File: config.mk
export PLATFORM = sky130hd
export DESIGN_NAME = tpld_pair_lane
export DESIGN_NICKNAME = d
export VERILOG_FILES = /design/src/rtl/core/tpld_pkg.sv /design/src/rtl/core/tpld_pair_lane.sv
export SDC_FILE = /design/constraint.sdc
export NUM_CORES = 1
export LEC_CHECK = 0
export BUFFER_PORTS_ARGS = -buffer_cell sky130_fd_sc_hd__clkbuf_2
export CORE_ASPECT_RATIO = 0.8
export CORE_MARGIN = 4
export CORE_UTILIZATION = 59
export DETAILED_ROUTE_END_ITERATION = 6
export PLACE_DENSITY = 0.85
export REMOVE_ABC_BUFFERS = 1
export SYNTH_ARGS = -nofsm -noshare
export SYNTH_HDL_FRONTEND = slang
export SYNTH_SLANG_ARGS = --single-unit
File: constraint.sdc
create_clock -name clk -period 21 [get_ports clk]
set_clock_uncertainty 0.1 [all_clocks]
set_input_delay 6.3 -clock clk [delete_from_list [all_inputs] [get_ports clk]]
set_output_delay 6.3 -clock clk [all_outputs]
set_load 0.01 [all_outputs]
File: src/rtl/core/tpld_pkg.sv
package tpld_pkg;

  // Coordinate geometry.
  localparam int COORD_BITS = 16;
  localparam int IN_COORD_W = 16;
  localparam int COUNT_W    = 8;
  localparam int TOL_W      = 8;
  localparam int TOLSQ_W    = 2 * TOL_W;
  localparam int IDX_W      = 2;

  localparam int DIFF_W  = COORD_BITS + 1;          // signed coordinate difference
  localparam int PROD_W  = 2 * DIFF_W;              // signed product of two differences
  localparam int SQ_W    = 2 * COORD_BITS;          // square of one difference
  localparam int DIST_W  = SQ_W + 1;                // sum of two squares
  localparam int CROSS_W = PROD_W + 1;              // difference of two products
  localparam int ACC_W   = 2 * COORD_BITS + 1;      // magnitude of the cross term
  localparam int HALF_W  = (ACC_W + 1) / 2;
  localparam int HI_W    = ACC_W - HALF_W;
  localparam int LHS_W   = 2 * ACC_W;
  localparam int RHS_W   = TOLSQ_W + DIST_W;
  localparam int CMP_W   = (LHS_W > RHS_W) ? LHS_W : RHS_W;

  // Pipeline depth from an accepted word to its result strobe.
  localparam int LAT = 8;

  localparam logic [COUNT_W-1:0] WAND_COUNT   = COUNT_W'(3);
  localparam logic [TOL_W-1:0]   TOL_RESET    = TOL_W'(24);
  localparam logic [TOLSQ_W-1:0] TOLSQ_RESET  = TOLSQ_W'(24 * 24);

  localparam logic [IDX_W-1:0] IDX_0 = 2'd0;
  localparam logic [IDX_W-1:0] IDX_1 = 2'd1;
  localparam logic [IDX_W-1:0] IDX_2 = 2'd2;

  typedef logic [COORD_BITS-1:0] coord_t;
  typedef logic [DIST_W-1:0]     dist_t;
  typedef logic [IDX_W-1:0]      idx_t;

  typedef struct packed {
    coord_t x;
    coord_t y;
  } point_t;

  typedef point_t [2:0] trio_t;

  typedef struct packed {
    idx_t first;
    idx_t middle;
    idx_t last;
  } order_t;

  localparam order_t ORDER_KEEP = '{first: IDX_0, middle: IDX_1, last: IDX_2};

  typedef struct packed {
    logic [COUNT_W-1:0]    point_count;
    logic [IN_COORD_W-1:0] px0;
    logic [IN_COORD_W-1:0] py0;
    logic [IN_COORD_W-1:0] px1;
    logic [IN_COORD_W-1:0] py1;
    logic [IN_COORD_W-1:0] px2;
    logic [IN_COORD_W-1:0] py2;
  } in_word_t;

  typedef struct packed {
    logic found;
    logic cleared;
    idx_t first_index;
    idx_t middle_index;
    idx_t last_index;
  } out_word_t;

  function automatic point_t pick(input trio_t pts, input idx_t idx);
    point_t p;
    unique case (idx)
      IDX_0:   p = pts[0];
      IDX_1:   p = pts[1];
      IDX_2:   p = pts[2];
      default: p = pts[0];
    endcase
    return p;
  endfunction

endpackage

File: src/rtl/core/tpld_pair_lane.sv
module tpld_pair_lane
  import tpld_pkg::*;
(
  input  logic   clk,
  input  point_t pa,
  input  point_t pb,
  output dist_t  dsq
);

  logic signed [DIFF_W-1:0] dx;
  logic signed [DIFF_W-1:0] dy;
  logic signed [PROD_W-1:0] sqx_full;
  logic signed [PROD_W-1:0] sqy_full;
  logic [SQ_W-1:0]          sqx;
  logic [SQ_W-1:0]          sqy;

  assign dx = $signed({1'b0, pa.x}) - $signed({1'b0, pb.x});
  assign dy = $signed({1'b0, pa.y}) - $signed({1'b0, pb.y});
  assign sqx_full = dx * dx;
  assign sqy_full = dy * dy;

  always_ff @(posedge clk) begin
    sqx <= sqx_full[SQ_W-1:0];
    sqy <= sqy_full[SQ_W-1:0];
    dsq <= {1'b0, sqx} + {1'b0, sqy};
  end

endmodule

## After elaboration in Yosys (flattened, before gate mapping)

Index checks and enable logic that the tools add are counted.

| word-level totals | value |
|---|---|
| flip-flop bits (word level) | 97 |
| output and inout bits | 33 |
| logic and storage cells | 8 |

| cells by class | value |
|---|---|
| add/subtract/negate cells | 3 |
| $mul | 2 |

Operator list:

| cell | count |
|---|---|
| 17-bit by 17-bit multiplier with 32-bit output | 2 |
| 16-bit by 16-bit subtractor with 17-bit output | 2 |
| 32-bit by 32-bit adder with 33-bit output | 1 |

## Longest topological paths before layout

| depth | value |
|---|---|
| depth in word-level cells | 2 |
| depth in mapped cells | 35 |
| gate-level depth less buffers | 34 |

## Least setup slack after synthesis

Ideal clock, no wire load.

| timing path | value |
|---|---|
| kind | input-to-reg |
| start point | input pb[17] (netlist bit) |
| end point | register sqx[30] |
| library setup time | 79 ps |
| data arrival time | 13665 ps |
| data required time | 20821 ps |
| slack | 7156 ps |
| stages on the path | 33 |
| path buffers | 1 |
| cells stage by stage | inv_1 > ha_1 > nor2b_1 > o21ai_0 > a21boi_0 > o21ai_0 > nand2b_1 > a21o_1 > a21o_1 > xor2_1 > clkbuf_1 > nand2_1 > fa_1 > inv_1 > fa_1 > inv_1 > fa_1 > inv_1 > fa_1 > fa_1 > inv_1 > fa_1 > inv_1 > ha_1 > o2111ai_1 > a211oi_1 > o21ai_1 > a31oi_1 > o21ai_1 > a311o_1 > and3_1 > or4_1 > o211ai_1 |

| on the way | value |
|---|---|
| longest elaborated chain between the ends | 2 |

RTL lines:

| element | line | RTL |
|---|---|---|
| start: declaration | tpld_pair_lane.sv:6 | `input point_t pb,` |
| 16-bit by 16-bit subtractor with 17-bit output | tpld_pair_lane.sv:17 | `assign dx = $signed({1'b0, pa.x}) - $signed({1'b0, pb.x});` |
| 17-bit by 17-bit multiplier with 32-bit output | tpld_pair_lane.sv:19 | `assign sqx_full = dx * dx;` |
| net sqx_full[30] | tpld_pair_lane.sv:12 | `logic signed [PROD_W-1:0] sqx_full;` |
| end signal: assignment | tpld_pair_lane.sv:23 | `sqx <= sqx_full[SQ_W-1:0];` |
| end: declaration | tpld_pair_lane.sv:14 | `logic [SQ_W-1:0] sqx;` |

The timed path passes the listed nets, and every way through them passes these cells.

## Final worst setup path

| timing path | value |
|---|---|
| start point | input pa[16] (netlist bit) |
| end point | register sqx[31] |

| on the way | value |
|---|---|
| longest elaborated chain between the ends | 2 |

RTL lines:

| element | line | RTL |
|---|---|---|
| start: declaration | tpld_pair_lane.sv:5 | `input point_t pa,` |
| 16-bit by 16-bit subtractor with 17-bit output | tpld_pair_lane.sv:17 |  |
| 17-bit by 17-bit multiplier with 32-bit output | tpld_pair_lane.sv:19 |  |
| net sqx_full[31] | tpld_pair_lane.sv:12 |  |

The timed path passes the listed nets, and every way through them passes these cells.

==> flow_metrics.py <==
metrics = {
    "cells_and_area": {
        "layout-drive-gt1-share_pct": 6.36,
        "nNetsFinal": 3374,
        "areaGrowthSynthToFinish_pct": 6.05,
        "antenna-diode-count": 0,
        "num-fill-cells": 3024,
    },
    "floorplanning": {
        "start_util_pct": 59.9,
        "die_h_microns": 184,
        "die_w_microns": 229,
        "core-area_sq_um": 38400,
        "io_pins": 98,
        "die_area_sq_um": 42200,
        "floorplan.rows": 64,
    },
    "critical_path": {
        "setup.worst_path.start": "pa[16]",
        "path_max_fanout": 18,
        "critPathArrivalTime_ns": 15.02,
        "crit_path_end_kind": "register",
        "crit_top_cell": "fa_1",
        "worst-endpoint-required_ns": 21.17,
        "slowest_delay_ns": 0.55,
        "worstSetupPathType": "input pin to register",
        "critPathLaunchType": "input pin",
        "worstReg2RegStart": "sqx[3]",
        "worst_path_max_delay_cell": "fa_1",
    },
    "synthesis": {
        "muxShareOfSynthArea_pct": 0.229,
        "synth_cells": 2486,
        "yosysMostFrequentCell": "inv_1",
        "ys_async_sr_fraction_pct": 0,
        "synth_area_per_cell_sq_um": 9.24,
        "synth_fa_ha_area_share_pct": 56.9,
        "synth_area_sq_um": 23000,
        "synth_top_family_by_area": "adder cells",
        "ys.warnings.count": 0,
        "synth.area.top_cells": "fa_1, ha_1, inv_1",
        "synth_xor_xnor_area_share_pct": 5.34,
        "synth-seq-cells": 95,
        "yosys.area_share.simple_pct": 9.72,
        "synth-compound-area-share_pct": 7.31,
        "yosys.area.top_type_share_pct": 44.7,
        "synth_edf_count": 0,
        "yosysTopAreaCell": "fa_1",
        "netlist-cell-type-count": 76,
        "yosysSeqAreaShare_pct": 8.28,
        "synthTopCellsByCount": "inv_1, fa_1, ha_1",
        "synth_flop_cell": "dfxtp_1",
    },
    "grt": {
        "antenna_found_initial": 0,
        "grt_pass1_vias": 18700,
        "grt_usage_pct": 25.3,
        "overflow": 0,
        "grt_max_degree": 21,
        "grt_pass1_wl_mm": 87.1,
    },
    "place": {
        "hpwl_mm": 44.3,
        "place.gp.congestion": 0.942,
        "io_buffers": 97,
    },
    "routing": {
        "route.vias.total": 16800,
        "vias_per_cell": 5.47,
        "wire_per_inst_microns": 16.5,
        "drc": 0,
        "drt_iter0_drc": 1169,
        "drt.antenna.violating_nets": 0,
        "routed_wl_mm": 50.7,
        "first_pass_iters": 6,
    },
    "worst_hold_path": {
        "hp-start": "sqx[2]",
        "hold_class": "register to register",
    },
    "timing": {
        "relSlewSlack_pct": 31.7,
        "hold_viol_final": 0,
        "max_freq_mhz": 67.3,
        "setup_viol": 0,
        "final.setup.tns_ns": 0,
        "worst_slew_pin_slew_ns": 1.02,
        "rsz0062_at_grt": "false",
        "min_period_over_period_pct": 70.7,
        "finalWorstPathRequiredPeriod_ns": 14.85,
        "slew_viol_final": 0,
    },
    "cts": {
        "clockBufferDepth": 2,
        "worstSkewPairLatency_ns": 0.34,
        "cts_resized": 0,
        "clkTransAtPathRegs_ns": 0.07,
        "clock-sinks": 95,
        "cts_setup_buffers": 0,
        "clockRootBuffer": "clkbuf_16",
        "htree_levels": 3,
        "cts_tree": "built",
        "cts_buffers": 9,
        "hold_buffers": 0,
    },
    "job": {
        "drv_cap": 0,
    },
    "run_status": {
        "status": "finished, final reports clean",
    },
}
state kept, by name, summed over array words and instances, names as in the netlist:
signal and flops:
dsq 33, sqx 31, sqy 31
critical path, delay by kind of cell:
family,cells,cell delay [ns]
AOI/OAI and AO/OA,8,2.23
and+or+nand+nor,8,1.82
xor gates and xnor gates,1,0.15
adders and majority gates,9,3.74
buffers and inverters,7,0.76
cells by family (layout without fill, tap and decap cells):
group / count (synthesis) / count (layout)
muxes: 5 / 5
DFF: 95 / 95
adders and majority gates: 737 / 737
AOI/OAI and AO/OA: 248 / 248
buffers and inverters: 738 / 829
and+or+nand+nor: 526 / 526
xor gates and xnor gates: 137 / 137
placed cells by master, fill, tap and decap left out, drive strengths merged, types with 4 or more instances in the layout:
cell     netlist  routed
dfxtp         95      95
a2111oi        4       4
nand4          4       4
fa           513     513
and3           9       9
nand3         14      14
nor2b         19      19
nand2b         7       7
a211oi        12      12
xor2          32      32
a21oi         62      62
nor4           4       4
and2           6       6
buf            9      24
clkinv         7      12
a31o           4       4
o21a          22      22
nand2        214     214
o21ai         48      48
nor2         212     212
a31oi          9       9
clkbuf        37     106
inv          685     687
ha           224     224
o211ai         4       4
a21boi         4       4
o21bai        11      11
or4            4       4
nor3          17      17
xnor2        105     105
a21o          40      40
path summary, 6_finish.rpt:
path | endpoint | slack, ns | cells past startpoint
setup / recovery | sqx[31] | 6.15 | 33
hold / removal | dsq[2] | 0.39 | 1
setup reg to reg | dsq[32] | 17.47 | 10
hold reg to reg | dsq[2] | 0.39 | 1
per-layer routing:
layer	vias to the layer above	global-route usage, %	share of wire [%]
met3	138	5.70	8.3
li1	7593	-	-
met1	8465	32.5	39
met5	-	0	0
met2	604	43.8	50
met4	0	7.00	2.9
cell type report:
class                      instances  area, sq um  share of cell area (%)
timing repair buffer             121          666                    2.73
inverter                         692         2610                    10.7
tap                              495          619                    2.54
clock inverter                     7         67.6                   0.277
sequential                        95         1900                    7.81
clock buffer                       9          225                   0.925
multi-input combinational       1653        18300                    75.0
metrics by stage:
step	utilization, %	hold slack, ns	setup WS, ns	cell area [sq um]	cells
after floorplan	-	0.320	7.05	22800	2440
after global placement	62.7	0.340	6.41	24100	3056
after detailed placement	62.7	0.375	5.95	24100	3056
after CTS	63.5	0.392	6.27	24400	3072
after global routing	63.5	0.398	5.49	24400	3072
final	63.5	0.386	6.15	24400	3072
Power is left out: the tool's default activity adds up to more than one toggle a clock period on the data nets, which glitch-free logic cannot reach.
