`src/rtl/core/tpld_pkg.sv`:
```
package tpld_pkg;

  // Coordinate geometry.
  localparam int COORD_BITS = 16;
  localparam int IN_COORD_W = 16;
  localparam int COUNT_W    = 8;
  localparam int TOL_W      = 8;
  localparam int TOLSQ_W    = 2 * TOL_W;
  localparam int IDX_W      = 2;

  localparam int DIFF_W  = COORD_BITS + 1;          // signed coordinate difference
  localparam int PROD_W  = 2 * DIFF_W;              // signed product of two differences
  localparam int SQ_W    = 2 * COORD_BITS;          // square of one difference
  localparam int DIST_W  = SQ_W + 1;                // sum of two squares
  localparam int CROSS_W = PROD_W + 1;              // difference of two products
  localparam int ACC_W   = 2 * COORD_BITS + 1;      // magnitude of the cross term
  localparam int HALF_W  = (ACC_W + 1) / 2;
  localparam int HI_W    = ACC_W - HALF_W;
  localparam int LHS_W   = 2 * ACC_W;
  localparam int RHS_W   = TOLSQ_W + DIST_W;
  localparam int CMP_W   = (LHS_W > RHS_W) ? LHS_W : RHS_W;

  // Pipeline depth from an accepted word to its result strobe.
  localparam int LAT = 8;

  localparam logic [COUNT_W-1:0] WAND_COUNT   = COUNT_W'(3);
  localparam logic [TOL_W-1:0]   TOL_RESET    = TOL_W'(24);
  localparam logic [TOLSQ_W-1:0] TOLSQ_RESET  = TOLSQ_W'(24 * 24);

  localparam logic [IDX_W-1:0] IDX_0 = 2'd0;
  localparam logic [IDX_W-1:0] IDX_1 = 2'd1;
  localparam logic [IDX_W-1:0] IDX_2 = 2'd2;

  typedef logic [COORD_BITS-1:0] coord_t;
  typedef logic [DIST_W-1:0]     dist_t;
  typedef logic [IDX_W-1:0]      idx_t;

  typedef struct packed {
    coord_t x;
    coord_t y;
  } point_t;

  typedef point_t [2:0] trio_t;

  typedef struct packed {
    idx_t first;
    idx_t middle;
    idx_t last;
  } order_t;

  localparam order_t ORDER_KEEP = '{first: IDX_0, middle: IDX_1, last: IDX_2};

  typedef struct packed {
    logic [COUNT_W-1:0]    point_count;
    logic [IN_COORD_W-1:0] px0;
    logic [IN_COORD_W-1:0] py0;
    logic [IN_COORD_W-1:0] px1;
    logic [IN_COORD_W-1:0] py1;
    logic [IN_COORD_W-1:0] px2;
    logic [IN_COORD_W-1:0] py2;
  } in_word_t;

  typedef struct packed {
    logic found;
    logic cleared;
    idx_t first_index;
    idx_t middle_index;
    idx_t last_index;
  } out_word_t;

  function automatic point_t pick(input trio_t pts, input idx_t idx);
    point_t p;
    unique case (idx)
      IDX_0:   p = pts[0];
      IDX_1:   p = pts[1];
      IDX_2:   p = pts[2];
      default: p = pts[0];
    endcase
    return p;
  endfunction

endpackage

```
`src/rtl/core/tpld_order.sv`:
```
module tpld_order
  import tpld_pkg::*;
(
  input  logic   clk,
  input  dist_t  d01,
  input  dist_t  d02,
  input  dist_t  d12,
  output order_t ord
);

  order_t ord_next;
  idx_t   end_a;
  idx_t   end_b;
  idx_t   mid;
  logic   a_closer;

  always_comb begin
    // The longest pair gives the ends; the end nearer the middle comes first; any tie keeps input order.
    priority if (d01 > d02 && d01 > d12) begin
      end_a    = IDX_0;
      end_b    = IDX_1;
      mid      = IDX_2;
      a_closer = d02 < d12;
    end else if (d02 > d12) begin
      end_a    = IDX_0;
      end_b    = IDX_2;
      mid      = IDX_1;
      a_closer = d01 < d12;
    end else begin
      end_a    = IDX_1;
      end_b    = IDX_2;
      mid      = IDX_0;
      a_closer = d01 < d02;
    end

    if (d01 == d02 || d01 == d12 || d02 == d12) begin
      ord_next = ORDER_KEEP;
    end else begin
      ord_next.first  = a_closer ? end_a : end_b;
      ord_next.middle = mid;
      ord_next.last   = a_closer ? end_b : end_a;
    end
  end

  always_ff @(posedge clk) begin
    ord <= ord_next;
  end

endmodule

```
`config.mk`:
```
export PLATFORM = sky130hd
export DESIGN_NAME = tpld_order
export DESIGN_NICKNAME = d
export VERILOG_FILES = /design/src/rtl/core/tpld_pkg.sv /design/src/rtl/core/tpld_order.sv
export SDC_FILE = /design/constraint.sdc
export NUM_CORES = 1
export LEC_CHECK = 0
export BUFFER_PORTS_ARGS = -buffer_cell sky130_fd_sc_hd__buf_2
export CAP_MARGIN = 0
export CORE_ASPECT_RATIO = 0.75
export CORE_MARGIN = 2
export CORE_UTILIZATION = 23
export CTS_CLUSTER_DIAMETER = 100
export DETAILED_ROUTE_END_ITERATION = 16
export PLACE_DENSITY_LB_ADDON = 0.12
export SKIP_CTS_REPAIR_TIMING = 1
export SLEW_MARGIN = 20
export SYNTH_ARGS = -nofsm -noshare
export SYNTH_HDL_FRONTEND = slang
export SYNTH_SLANG_ARGS = --single-unit
```
`constraint.sdc`:
```
create_clock -name clk -period 2.95 [get_ports clk]
set_input_delay 0.7375 -clock clk [delete_from_list [all_inputs] [get_ports clk]]
set_output_delay 0.7375 -clock clk [all_outputs]
set_load 0.01 [all_outputs]
```
-- Yosys cells after proc, flatten, opt, wreduce, memory -nomap -nowiden
Index checks and enable logic that the tools add are counted.
- add/subtract/negate cells: 0
- multiply operators: 0
- divide/modulo/power cells: 0
- magnitude comparators: 6
- equal/unequal tests: 3
- shift operators: 0
- muxes and demuxes: 9
- bitwise logic cells: 0
- reductions and logical operators: 3
- operators by type and width (operator ; number):
    $eq A33 B33 Y1 ; 3
    $gt A33 B33 Y1 ; 3
    $lt A33 B33 Y1 ; 3
    $mux W2 ; 4
    $mux W1 ; 5
    $logic_or A1 B1 Y1 ; 2
    $logic_and A1 B1 Y1 ; 1
- register bits after elaboration: 6
- bits in latches: 0
- bits in writable memories: 0
- ROM bits: 0
- input bits: 100
- output and inout port bits: 6
- logic and storage cells: 24
- memories: 0

-- Longest topological paths before layout
- depth after elaboration: 4
- gate-level depth with buffers: 9
- depth with buffers taken out: 9

-- Least setup slack after synthesis
No wires, ideal clock.
- kind: input -> register
- start point: input port d12[24]
- end point: register ord[4] in the netlist's numbering
- setup time: 66 ps
- arrival: 2543 ps
- required time: 2884 ps
- path slack: 341 ps
- cell stages on the path: 9
- buffers on the path: 0
- cells stage by stage: inv_1 ha_1 nand4_1 nor3_2 nand2b_1 or4_1 o211a_2 or3_1 a21oi_2
- cells in the longest elaborated chain, start to end: 4
- elaborated cells between the ends (all ways): 15
- those cells by class: order compare (4); eq/ne (2); mux (6); reduce/logical (3)
- ends and longest elaborated chain (element ; RTL line ; RTL):
    start: declaration ; tpld_order.sv:7 ; input dist_t d12,
    $gt A33 B33 Y1, or another cell as far along ; tpld_order.sv:24 ; end else if (d02 > d12) begin
    $mux W1 or $logic_and A1 B1 Y1 (tied branches) ; tpld_order.sv:24, tpld_order.sv:19 ;
    $mux W1 or $mux W2 (tied branches) ; tpld_order.sv:19 ; priority if (d01 > d02 && d01 > d12) begin
    $mux W2 ; tpld_order.sv:39 ; ord_next.first = a_closer ? end_a : end_b;
    end signal: assignment ; tpld_order.sv:46 ; ord <= ord_next;
    end: declaration ; tpld_order.sv:8 ; output order_t ord
Several ways; a longest one is shown, not always the timed one.
A chain may end at the register's enable or synchronous reset.

-- Final worst setup path
- start point: input port d02[32]
- end point: register ord[4] in the netlist's numbering
- cells in the longest elaborated chain, start to end: 4
- elaborated cells between the ends (all ways): 15
- those cells by class: order compare (4); eq/ne (2); mux (6); reduce/logical (3)
- ends and longest elaborated chain (element ; RTL line ; RTL):
    start: declaration ; tpld_order.sv:6 ; input dist_t d02,
    $gt A33 B33 Y1, or another cell as far along ; tpld_order.sv:24 ;
    $mux W1 or $logic_and A1 B1 Y1 (tied branches) ; tpld_order.sv:24, tpld_order.sv:19 ;
    $mux W1 or $mux W2 (tied branches) ; tpld_order.sv:19 ;
    $mux W2 ; tpld_order.sv:39 ;
Several ways; a longest one is shown, not always the timed one.

==> results.txt <==
The I/O pin count is 106. In this run the worst hold path is classified as in -> reg. The all-layer global routing usage came out at 12.9%. The count of nets left with antenna violations after detail routing is 0. The net count after synthesis came out at about 540. The congestion estimate from routability-driven global placement came to 0.789. The critical path endpoint category is a flop. The post-detailed-route via-to-cell ratio came out at 4.51.

The total of endpoints with negative setup slack in the final report came out at 0. Setup slack on the critical path of the routed design comes to 0.227 ns. On the critical path, the stage with the largest delay is an instance of sky130_fd_sc_hd__or3_1.

The die extent in x is 127 um. For the pin with the worst max-slew slack, the measured transition is roughly 0.48 ns. The critical path in this run is classified as in -> reg. The endpoint required time on the critical path is 3.11 ns. The first-pass GRT wire length is 12.8 mm. The total core area came out at 11000 sq um. The largest registers in the layout are ord (6). The total count of hold-check failures in the final report came out at 0.

On the critical path the largest part of the delay comes from simple AND/OR/NAND/NOR gates. The post-synthesis average cell area is 7.73 sq um. The number of buffers on the longest clock path came out at 2. The critical path goes through buf_2 > inv_1 > ha_1 > nand4_1 > nor3_1 > nand4_1 > o221ai_1 > a21oi_1 > or3_1 > a21oi_2. The largest incremental delay on the critical path is ~0.43 ns. The flip-flop and latch count after synthesis came out at 6. The first TritonRoute pass finished after 4 iterations.

The number of antenna violations at the first check in global routing came out at 0. The cell sitting at the root of the clock tree is a sky130_fd_sc_hd__clkbuf_16. The number of warnings printed during yosys synthesis came out at 0. The TritonCTS sink count came out at 6. The full die area is 12200 sq um. For this run, the leading register cell type out of synthesis is sky130_fd_sc_hd__dfxtp_1. The wire-length estimate of the detail-placed layout is 7.29 mm.

The net count of the finished layout is 651. The total overflow left after global routing is 0. Clock-pin slew was measured on the worst setup and hold paths at approximately 0.030 ns. Sorting the synthesized cells by area gives the leading types as sky130_fd_sc_hd__ha_1 (47%), sky130_fd_sc_hd__inv_1 (10%), sky130_fd_sc_hd__a21oi_1 (6.9%). The H-tree depth came out at 1.

The data arrival time at the worst-slack endpoint is 2.89 ns. The cell leakage power came out at 1.97 nW. The share of Yosys cell area claimed by the top area cell type came out at 47.4%. The headroom to the max-slew limit came out at 67.2%. Along the worst path, the maximum fanout reaches 7. The top cell type by total area after synthesis is sky130_fd_sc_hd__ha_1. The kind of start point of the critical path is an input port.

The power density over the cells is 221 nW/um^2. The minimum period implied by the final worst setup slack is 2.72 ns. The row count is 33. The wire length after detailed routing came out at 7.73 mm. The number of global-route vias before repair is roughly 2.8k. The final max-slew violation count came out at 0. The number of port buffers is 105. The post-layout total power is 757 uW. The number of CTS-inserted buffers is 3.

The post-route clock period utilization is between 90% and 100%. The number of standard cells after synthesis is 338. The number of antenna diodes in the final layout is 0.

The cell area after synthesis is 2610 sq um. The most common cell in the synthesized netlist is sky130_fd_sc_hd__ha_1. By count the netlist is led by sky130_fd_sc_hd__ha_1 (99), sky130_fd_sc_hd__inv_1 (71), sky130_fd_sc_hd__a21oi_1 (36). The most flop-heavy register is ord.

Counting stages on the worst path, the most repeated cell is sky130_fd_sc_hd__nand4_1. The number of different library cells used by synthesis comes to 41. Of the cells placed in the final design, the portion with a size suffix greater than 1 is 27.1%. The placement-stage worst setup slack came out at -0.0112 ns. The CTS tree is yes. The largest net degree at the start of global routing is 8. The number of design rule violations left after detail routing came out at 0.

The buffers plus inverters on the worst setup path came out at 2. The final hold slack is 1.01 ns. The peak supply drop is roughly 0.12 mV. After detailed routing, the average wire length per cell comes to 13.1 um.

The die extent in y came out at 96.3 um. The flow ran to the end, and the final reports show no timing, DRC or antenna violations. Setup repair after global routing left no endpoint under its margin.

The proportion of synthesized chip area in sequential cells is 4.60%. The number of max-capacitance violations reported is 0. The area added between synthesis and finish came out at 30.9%. Static timing analysis puts the maximum clock frequency at around 370 MHz. Counting flops with an async set or reset pin after synthesis yields a share of 0%. The iteration-0 DRC count of the detailed router is 68. The count of flip-flops with a built-in enable after synthesis came out at 0. The detailed-route via count came out at 2658. For this configuration, the core starts out at a cell density of 23.8%. The register with the most flip-flops in the layout has 6 of them.
## worst min-delay path, stage by stage
cell and delay (ns):
sky130_fd_sc_hd__buf_2 0.09, sky130_fd_sc_hd__ha_1 0.11, sky130_fd_sc_hd__a31o_2 0.21, sky130_fd_sc_hd__a21oi_2 0.04
## cells by family (layout without fill, tap and decap cells)
| group | count (synthesis) | after routing | share of synthesized area [%] |
|---|---|---|---|
| adders and majority gates | 99 | 99 | 47.4 |
| and+or+nand+nor | 86 | 86 | 19.4 |
| AOI/OAI and AO/OA | 76 | 76 | 18.4 |
| buffers and inverters | 71 | 183 | 10.2 |
| DFF | 6 | 6 | 4.60 |
## final timing paths
path,startpoint,slack (ns),depth (start not counted),to
min,d12[0],1.01,4,ord[4]$_SDFF_PP0_
max,d02[32],0.23,10,ord[4]$_SDFF_PP0_
## layout make-up
cell class | instances | area [sq um]
Sequential cell | 6 | 120
Multi-Input combinational cell | 261 | 2220
Fill cell | 1207 | 7570
Clock buffer | 3 | 75.1
Tap cell | 140 | 175
Inverter | 71 | 267
Timing Repair Buffer | 109 | 556
## report_power, final
group          internal, mW  switching, mW  leakage [nW]
clock network         0.174         0.0450        0.0370
logic                 0.203          0.236          1.89
registers            0.0947        0.00363        0.0502
total                 0.472          0.285          1.97
## per-stage QoR
| step | cell area [sq um] | cells | setup TNS [ns] | utilization, % |
|---|---|---|---|---|
| after detailed placement | 3340 | 587 | -0.0112 | 30.4 |
| after floorplan | 2610 | 338 | 0 | - |
| after global placement | 3340 | 587 | -0.107 | 30.4 |
| final | 3420 | 590 | 0 | 31.1 |
| after CTS | 3420 | 590 | 0 | 31.1 |
| after global routing | 3420 | 590 | 0 | 31.1 |
## routing by layer
| layer | routed length [um] | vias up | global-route usage (%) |
|---|---|---|---|
| met3 | 377 | 3 | 1.33 |
| li1 | - | 1459 | - |
| met5 | 0 | - | 0 |
| met2 | 3120 | 75 | 20.8 |
| met1 | 4210 | 1121 | 19.0 |
| met4 | 21 | 0 | 1.65 |
## placed cells by master (no fill, tap or decap), types with 7 or more instances in the layout
cell,n
sky130_fd_sc_hd__buf_2,105
sky130_fd_sc_hd__inv_1,71
sky130_fd_sc_hd__nand4_1,15
sky130_fd_sc_hd__nand2_1,23
sky130_fd_sc_hd__a21oi_1,36
sky130_fd_sc_hd__nor2_1,7
sky130_fd_sc_hd__nand3_1,13
sky130_fd_sc_hd__o21ai_1,7
sky130_fd_sc_hd__ha_1,99
Note: power is estimated with default switching activity, not from simulation.
